### config.mk
export PLATFORM = sky130hd
export DESIGN_NAME = button_debounce_edge_hold_repeat_core_flat
export DESIGN_NICKNAME = d
export VERILOG_FILES = /design/src/bdr_pkg.sv /design/src/bdr_in_if.sv /design/src/bdr_out_if.sv /design/src/bdr_cfg_regs.sv /design/src/bdr_eval.sv /design/src/button_debounce_edge_hold_repeat_core.sv /design/src/flat_wrapper.sv
export SDC_FILE = /design/constraint.sdc
export NUM_CORES = 1
export LEC_CHECK = 0
export BUFFER_PORTS_ARGS = -buffer_cell sky130_fd_sc_hd__buf_2
export CAP_MARGIN = 5
export CELL_PAD_IN_SITES_DETAIL_PLACEMENT = 1
export CELL_PAD_IN_SITES_GLOBAL_PLACEMENT = 2
export CORE_MARGIN = 2
export CORE_UTILIZATION = 44
export DETAILED_ROUTE_END_ITERATION = 16
export PLACE_DENSITY_LB_ADDON = 0.1
export SYNTH_ARGS = -nofsm -noshare
export SYNTH_HDL_FRONTEND = slang
export SYNTH_SLANG_ARGS = --single-unit
### constraint.sdc
create_clock -name clk -period 11.5 [get_ports clk]
set_input_delay 2.3 -clock clk [delete_from_list [all_inputs] [get_ports clk]]
set_output_delay 2.3 -clock clk [all_outputs]
set_load 0.1 [all_outputs]
### src/bdr_pkg.sv
package bdr_pkg;

	localparam int unsigned TIME_W   = 32;
	localparam int unsigned CFG_IDX_W = 2;
	localparam int unsigned CFG_DAT_W = 16;

	localparam logic [7:0] LOCKOUT_RESET = 8'd25;

	// register indexes
	localparam logic [CFG_IDX_W-1:0] CFG_TRIGGER_MODE = 2'd0;
	localparam logic [CFG_IDX_W-1:0] CFG_HOLD_DELAY   = 2'd1;
	localparam logic [CFG_IDX_W-1:0] CFG_REPEAT_INTVL = 2'd2;
	localparam logic [CFG_IDX_W-1:0] CFG_LOCKOUT      = 2'd3;

	// trigger modes
	localparam logic [1:0] TRIG_PRESS   = 2'd0;
	localparam logic [1:0] TRIG_RELEASE = 2'd1;
	localparam logic [1:0] TRIG_BOTH    = 2'd2;

	typedef enum logic [1:0] {
		EV_NONE    = 2'd0,
		EV_PRESS   = 2'd1,
		EV_RELEASE = 2'd2,
		EV_REPEAT  = 2'd3
	} event_t;

	typedef struct packed {
		logic [1:0]  trigger_mode;
		logic [15:0] hold_delay_ms;
		logic [15:0] repeat_interval_ms;
		logic [7:0]  lockout_ms;
	} cfg_t;

	typedef struct packed {
		logic              pressed_level;
		logic [TIME_W-1:0] now_ms;
	} poll_t;

	typedef struct packed {
		event_t event_code;
		logic   notify;
		logic   debounced_level;
	} result_t;

endpackage

### src/bdr_in_if.sv
interface bdr_in_if;
	logic        valid;
	logic        ready;
	logic        pressed_level;
	logic [31:0] now_ms;

	modport source (output valid, output pressed_level, output now_ms, input ready);
	modport sink   (input valid, input pressed_level, input now_ms, output ready);
endinterface

### src/bdr_out_if.sv
interface bdr_out_if;
	logic       valid;
	logic       ready;
	logic [1:0] event_code;
	logic       notify;
	logic       debounced_level;

	modport source (output valid, output event_code, output notify,
		output debounced_level, input ready);
	modport sink   (input valid, input event_code, input notify,
		input debounced_level, output ready);
endinterface

### src/bdr_cfg_regs.sv
module bdr_cfg_regs (
	input  logic                          clk,
	input  logic                          arst_n,
	input  logic                          cfg_we,
	input  logic [bdr_pkg::CFG_IDX_W-1:0] cfg_index,
	input  logic [bdr_pkg::CFG_DAT_W-1:0] cfg_wdata,
	output bdr_pkg::cfg_t                 cfg
);

	bdr_pkg::cfg_t cfg_q;

	always_ff @(posedge clk or negedge arst_n) begin
		if (!arst_n) begin
			cfg_q.trigger_mode       <= bdr_pkg::TRIG_PRESS;
			cfg_q.hold_delay_ms      <= '0;
			cfg_q.repeat_interval_ms <= '0;
			cfg_q.lockout_ms         <= bdr_pkg::LOCKOUT_RESET;
		end else if (cfg_we) begin
			unique case (cfg_index)
				bdr_pkg::CFG_TRIGGER_MODE: cfg_q.trigger_mode       <= cfg_wdata[1:0];
				bdr_pkg::CFG_HOLD_DELAY:   cfg_q.hold_delay_ms      <= cfg_wdata[15:0];
				bdr_pkg::CFG_REPEAT_INTVL: cfg_q.repeat_interval_ms <= cfg_wdata[15:0];
				bdr_pkg::CFG_LOCKOUT:      cfg_q.lockout_ms         <= cfg_wdata[7:0];
				default: ;
			endcase
		end
	end

	assign cfg = cfg_q;

endmodule

### src/bdr_eval.sv
module bdr_eval (
	input  logic             clk,
	input  logic             arst_n,
	input  logic             fire,
	input  bdr_pkg::poll_t   poll,
	input  bdr_pkg::cfg_t    cfg,
	output bdr_pkg::result_t res
);

	logic                       stable_q;
	logic [bdr_pkg::TIME_W-1:0] last_edge_q;
	logic [bdr_pkg::TIME_W-1:0] last_rep_q;

	logic [bdr_pkg::TIME_W-1:0] since_edge;
	logic [bdr_pkg::TIME_W-1:0] since_rep;
	logic                       edge_ok;
	logic                       rep_ok;
	logic                       edge_notify;

	// wrapping differences
	assign since_edge = poll.now_ms - last_edge_q;
	assign since_rep  = poll.now_ms - last_rep_q;

	assign edge_ok = (since_edge >= {24'd0, cfg.lockout_ms})
		&& (poll.pressed_level != stable_q);

	assign rep_ok = !edge_ok && stable_q
		&& ((cfg.hold_delay_ms != '0) || (cfg.repeat_interval_ms != '0))
		&& (since_edge > {16'd0, cfg.hold_delay_ms})
		&& (since_rep > {16'd0, cfg.repeat_interval_ms});

	always_comb begin
		unique case (cfg.trigger_mode)
			bdr_pkg::TRIG_PRESS:   edge_notify = poll.pressed_level;
			bdr_pkg::TRIG_RELEASE: edge_notify = !poll.pressed_level;
			bdr_pkg::TRIG_BOTH:    edge_notify = 1'b1;
			default:               edge_notify = 1'b0;
		endcase
	end

	always_comb begin
		priority if (edge_ok) begin
			res.event_code = poll.pressed_level ? bdr_pkg::EV_PRESS : bdr_pkg::EV_RELEASE;
			res.notify     = edge_notify;
		end else if (rep_ok) begin
			res.event_code = bdr_pkg::EV_REPEAT;
			res.notify     = 1'b1;
		end else begin
			res.event_code = bdr_pkg::EV_NONE;
			res.notify     = 1'b0;
		end
		res.debounced_level = edge_ok ? poll.pressed_level : stable_q;
	end

	always_ff @(posedge clk or negedge arst_n) begin
		if (!arst_n) begin
			stable_q    <= 1'b0;
			last_edge_q <= '0;
			last_rep_q  <= '0;
		end else if (fire) begin
			if (edge_ok) begin
				stable_q    <= poll.pressed_level;
				last_edge_q <= poll.now_ms;
			end
			if (rep_ok) begin
				last_rep_q <= poll.now_ms;
			end
		end
	end

	a_repeat_notifies: assert property (@(posedge clk) disable iff (!arst_n)
		fire && (res.event_code == bdr_pkg::EV_REPEAT) |-> res.notify)
		else $error("repeat without notify");

	a_edge_updates_level: assert property (@(posedge clk) disable iff (!arst_n)
		fire && edge_ok |=> (stable_q == $past(poll.pressed_level))
			&& (last_edge_q == $past(poll.now_ms)))
		else $error("edge did not update state");

	a_level_held: assert property (@(posedge clk) disable iff (!arst_n)
		!(fire && edge_ok) |=> $stable(stable_q) && $stable(last_edge_q))
		else $error("stable level changed without edge");

	a_repeat_needs_press: assert property (@(posedge clk) disable iff (!arst_n)
		rep_ok |-> stable_q && !edge_ok)
		else $error("repeat while released or on edge poll");

endmodule

### src/button_debounce_edge_hold_repeat_core.sv
// Path: an accepted poll transaction passes the input register, evaluation and state
//   update, then the result register.
// Throughput: one poll per clock unless stalled; the loop is bdr_eval's state update.
// Reset: arst_n clears both stage valids, the debounce state (released, times zero) and
//   the config registers to press-only, no repeat, 25 ms lockout.
module button_debounce_edge_hold_repeat_core (
	input  logic                          clk,
	input  logic                          arst_n,
	input  logic                          cfg_we,
	input  logic [bdr_pkg::CFG_IDX_W-1:0] cfg_index,
	input  logic [bdr_pkg::CFG_DAT_W-1:0] cfg_wdata,
	bdr_in_if.sink                        in_ch,
	bdr_out_if.source                     out_ch
);

	bdr_pkg::cfg_t    cfg;
	bdr_pkg::poll_t   poll_s1;
	bdr_pkg::result_t res;
	bdr_pkg::result_t res_s2;
	logic             valid_s1;
	logic             valid_s2;
	logic             adv;     // stage 1 moves into the result register
	logic             in_take;

	// result register frees when empty or when its transaction completes
	assign adv     = valid_s1 && (!valid_s2 || out_ch.ready);
	assign in_take = in_ch.valid && in_ch.ready;
	assign in_ch.ready = !valid_s1 || !valid_s2 || out_ch.ready;

	bdr_cfg_regs u_cfg (
		.clk       (clk),
		.arst_n    (arst_n),
		.cfg_we    (cfg_we),
		.cfg_index (cfg_index),
		.cfg_wdata (cfg_wdata),
		.cfg       (cfg)
	);

	// input register
	always_ff @(posedge clk or negedge arst_n) begin
		if (!arst_n) begin
			valid_s1 <= 1'b0;
		end else if (in_ch.ready) begin
			valid_s1 <= in_ch.valid;
		end
	end

	always_ff @(posedge clk) begin
		if (in_take) begin
			poll_s1.pressed_level <= in_ch.pressed_level;
			poll_s1.now_ms        <= in_ch.now_ms;
		end
	end

	// evaluation; state commits only when the poll moves on, so each poll is seen once
	bdr_eval u_eval (
		.clk    (clk),
		.arst_n (arst_n),
		.fire   (adv),
		.poll   (poll_s1),
		.cfg    (cfg),
		.res    (res)
	);

	// result register
	always_ff @(posedge clk or negedge arst_n) begin
		if (!arst_n) begin
			valid_s2 <= 1'b0;
		end else if (!valid_s2 || out_ch.ready) begin
			valid_s2 <= valid_s1;
		end
	end

	always_ff @(posedge clk) begin
		if (adv) begin
			res_s2 <= res;
		end
	end

	assign out_ch.valid           = valid_s2;
	assign out_ch.event_code      = res_s2.event_code;
	assign out_ch.notify          = res_s2.notify;
	assign out_ch.debounced_level = res_s2.debounced_level;

	a_no_overwrite: assert property (@(posedge clk) disable iff (!arst_n)
		valid_s2 && !out_ch.ready |=> valid_s2 && $stable(res_s2))
		else $error("pending result overwritten");

	a_s1_held: assert property (@(posedge clk) disable iff (!arst_n)
		valid_s1 && !adv |=> valid_s1 && $stable(poll_s1))
		else $error("stalled poll lost");

	a_adv_fills_s2: assert property (@(posedge clk) disable iff (!arst_n)
		adv |=> valid_s2)
		else $error("advanced poll gave no result");

endmodule

### src/flat_wrapper.sv
// flat-port wrapper written by rule: the top's interface ports become plain ports
module button_debounce_edge_hold_repeat_core_flat 
  (clk, arst_n, cfg_we, cfg_index, cfg_wdata, in_ch_valid, in_ch_pressed_level, in_ch_now_ms, in_ch_ready, out_ch_valid, out_ch_event_code, out_ch_notify, out_ch_debounced_level, out_ch_ready);
  bdr_in_if in_ch_i ();
  bdr_out_if out_ch_i ();
  input  logic clk;
  input  logic arst_n;
  input  logic cfg_we;
  input  logic [bdr_pkg::CFG_IDX_W-1:0] cfg_index;
  input  logic [bdr_pkg::CFG_DAT_W-1:0] cfg_wdata;
  input wire logic [$bits(in_ch_i.valid)-1:0] in_ch_valid;
  input wire logic [$bits(in_ch_i.pressed_level)-1:0] in_ch_pressed_level;
  input wire logic [$bits(in_ch_i.now_ms)-1:0] in_ch_now_ms;
  output wire logic [$bits(in_ch_i.ready)-1:0] in_ch_ready;
  output wire logic [$bits(out_ch_i.valid)-1:0] out_ch_valid;
  output wire logic [$bits(out_ch_i.event_code)-1:0] out_ch_event_code;
  output wire logic [$bits(out_ch_i.notify)-1:0] out_ch_notify;
  output wire logic [$bits(out_ch_i.debounced_level)-1:0] out_ch_debounced_level;
  input wire logic [$bits(out_ch_i.ready)-1:0] out_ch_ready;
  assign in_ch_i.valid = in_ch_valid;
  assign in_ch_i.pressed_level = in_ch_pressed_level;
  assign in_ch_i.now_ms = in_ch_now_ms;
  assign in_ch_ready = in_ch_i.ready;
  assign out_ch_valid = out_ch_i.valid;
  assign out_ch_event_code = out_ch_i.event_code;
  assign out_ch_notify = out_ch_i.notify;
  assign out_ch_debounced_level = out_ch_i.debounced_level;
  assign out_ch_i.ready = out_ch_ready;
  button_debounce_edge_hold_repeat_core u_core (.clk(clk), .arst_n(arst_n), .cfg_we(cfg_we), .cfg_index(cfg_index), .cfg_wdata(cfg_wdata), .in_ch(in_ch_i), .out_ch(out_ch_i));
endmodule
==> results.yml <==
timing:
  timing.final.crit_period_ps: 6150
  fin_skew_ps: 12.7
  hold_viol: 0
  final-setup-viol-count: 0
  fin_crit_sh_pct: 53.5
  fmax_mhz: 163
  worst_slew_pin_slew_ps: 1190
  rsz0062_at_grt: "false"
  max_slew_margin_pct: 20.8
  slew_violations: 0
  setup_tns_ps: 0
layout:
  drive_gt1_share_pct: 19.3
  finalNetCount: 1284
  nFillCells: 2754
  antenna_cells: 0
  post_layout_nonfiller_instances: 1456
  area_growth_pct: 10.5
critical_path:
  crit_path_end_kind: "flop"
  worst-path-max-fanout: 32
  reg2reg_depth: 20
  cp.arrival_ps: 6470
  crit_required_ps: 11810
  cp-start-kind: "flop"
  setup.worst_path.class: "flop to flop"
hold_path:
  hold_class: "flop to flop"
  hold_depth: 1
logic_synthesis:
  synth_edf_count: 37
  yosysMostFrequentCell: "inv_1"
  yosys-top-cells-count: "118 x inv_1, 106 x dfrtp_1, 102 x ha_1, 86 x a21oi_1, 77 x mux2_2"
  seq_area_frac_synth_pct: 36.4
  synth.distinct_cells: 76
  synthFlopType: "dfrtp_1"
  synth_top_area_share_pct: 25.1
  synthArstFlopShare_pct: 74.7
  synth.avg_cell_area_um2: 9.84
  synth_top_area_cell: "dfrtp_1"
  yosysWarnings: 0
  synth.area.top_cells: "dfrtp_1 25%, ha_1 12%, edfxtp_1 11%, mux2_2 8.2%, inv_1 4.2%"
  syn_area_um2: 10600
  synthCells: 1073
  syn_nets: 1233
  ys_ff_latch: 146
detailed_routing:
  drtIter0Drc: 383
  wl_met2_um: 13800
  routed-wl-met3_um: 733
  vias_per_cell: 5.68
  wl_per_cell_um: 20.3
  drt-total-wl_um: 29500
  top_layer_used: "met4"
  ant_nets: 0
  vias: 8273
  drt-met1-wl_um: 14700
  post-route-drc-count: 0
  dr.pass1.iters: 4
power:
  p_leak_nw: 5.32
  power.density_nw_per_um2: 268
  clockPowerShare_pct: 17.5
  p_int_mw: 1.73
  pwr-share-seq_pct: 24.7
  swShare_pct: 44.6
  peakVddDrop_mv: 0.0958
  p_sw_mw: 1.40
  combPwrFrac_pct: 57.8
placed_design:
  place_congestion: 0.843
  portBuffers: 61
  dp.cells: 1424
  dp.final_hpwl_um: 23100
floorplan:
  die_w_um: 159
  start_util_pct: 44.9
  core_um2: 23500
  die_area_um2: 25300
  die_h_um: 159
  ios: 62
  num_rows: 56
clock_tree:
  cts_setup_buffers: 0
  clkTransAtPathRegs_ps: 70
  cts_tree: "built"
  cts_buffers: 17
  post_cts_resized: 0
  worstSkewPairLatency_ps: 430
  cts_root_buf: "clkbuf_16"
  clk_path_buf_depth: 2
  htree_levels: 4
  hold_buffers: 0
  clock_sinks: 146
grt:
  antenna_found_initial: 0
  grt_max_degree: 69
  grt_pass1_wl_um: 48400
  grt_usage_pct: 24.2
  grt-ovfl-total: 0
  grt_pass1_vias: 8807
job:
  maxCapViolCount: 0
outcome:
  outcome: "finished clean"
placed cells by master (no fill, tap or decap), types with 23 or more instances in the layout:
cell,netlist,routed
mux2_4,29,29
a21oi_1,86,86
buf_2,8,60
o21ai_0,58,58
nand4_1,23,23
xnor2_1,27,27
ha_1,102,102
nand2_1,61,61
edfxtp_1,37,37
dfrtp_1,106,106
inv_1,118,118
mux2_2,77,77
nor2_1,49,49
power groups by stage:
stage	Clock, mW	Sequential [mW]	Combinational [mW]
finish	0.546	0.773	1.81
global placement	0	0.774	1.76
global route	0.578	0.793	2.04
floorplan	0	0.757	1.35
detailed placement	0	0.779	1.79
CTS	0.558	0.774	1.81
final cells by class:
class	instances	area [um^2]	area share, %
repair buffers	63	323	2.77
clock inverters	14	116	0.997
flip-flops and latches	146	3840	32.9
clock buffers	18	450	3.86
inverters	118	443	3.80
multi-input cells	778	6090	52.2
well taps	319	399	3.42
layer usage:
layer	vias to the layer above	GRT usage [%]
li1	3998	-
met1	4137	34.1
met2	113	39.9
met3	25	3.13
met4	0	5.17
met5	-	0
metrics by stage:
stage               hold slack, ps  utilization (%)  area [um^2]  power [mW]  setup slack [ps]
detailed placement             494             47.2        11100        2.56              5390
global placement               475             47.2        11100        2.54              5350
CTS                            506             49.6        11700        3.14              5260
finish                         497             49.6        11700        3.13              5350
floorplan                      457                -        10600        2.10              6080
global route                   529             49.6        11700        3.41              4820
registers in the layout (all words and copies together) (netlist names):
name	flops
u_core.out_ch.debounced_level	1
u_core.out_ch.event_code	2
u_core.out_ch.notify	1
u_core.out_ch.valid	1
u_core.poll_s1	33
u_core.u_cfg.cfg	42
u_core.u_eval.last_edge_q	32
u_core.u_eval.last_rep_q	32
u_core.u_eval.stable_q	1
u_core.valid_s1	1
logic make-up after synthesis:
logic type               count (synthesis)  share of synthesized area (%)
multiplexers                           115                           13.2
AO/OA/AOI/OAI                          262                           16.0
adder cells (fa/ha/maj)                104                           12.5
AND/OR/NAND/NOR                        254                           12.5
buffers and inverters                  149                           5.92
XOR/XNOR                                43                           3.57
flip-flops                             146                           36.4
final timing paths:
path	slack (ps)	start	to
worst max-delay path	5350	u_core.poll_s1[0]	u_core.u_eval.last_rep_q[21]
worst min-delay path	500	u_core.valid_s1	u_core.out_ch.valid
worst max register to register	5350	u_core.poll_s1[0]	u_core.u_eval.last_rep_q[21]
worst min register to register	500	u_core.valid_s1	u_core.out_ch.valid
max in group asynchronous	8310	arst_n	u_core.u_eval.last_rep_q[15]
min in group asynchronous	1840	arst_n	u_core.u_cfg.cfg[1]
critical path: stages (launching register included):
cell and delay, ps:
edfxtp_1 410, inv_1 100, ha_1 190, inv_1 70, fa_1 450, a211oi_1 310, o211ai_1 260, a21boi_0 350
o21ai_0 180, xor2_1 180, ha_1 310, nand4_1 80, nor3_1 340, nand2_1 110, o311ai_0 200, nand4_1 200
nor4_1 350, nand4_1 230, o21ai_1 300, or3_2 960, mux2_2 430
No activity file was read; power rests on OpenSTA's default activity.
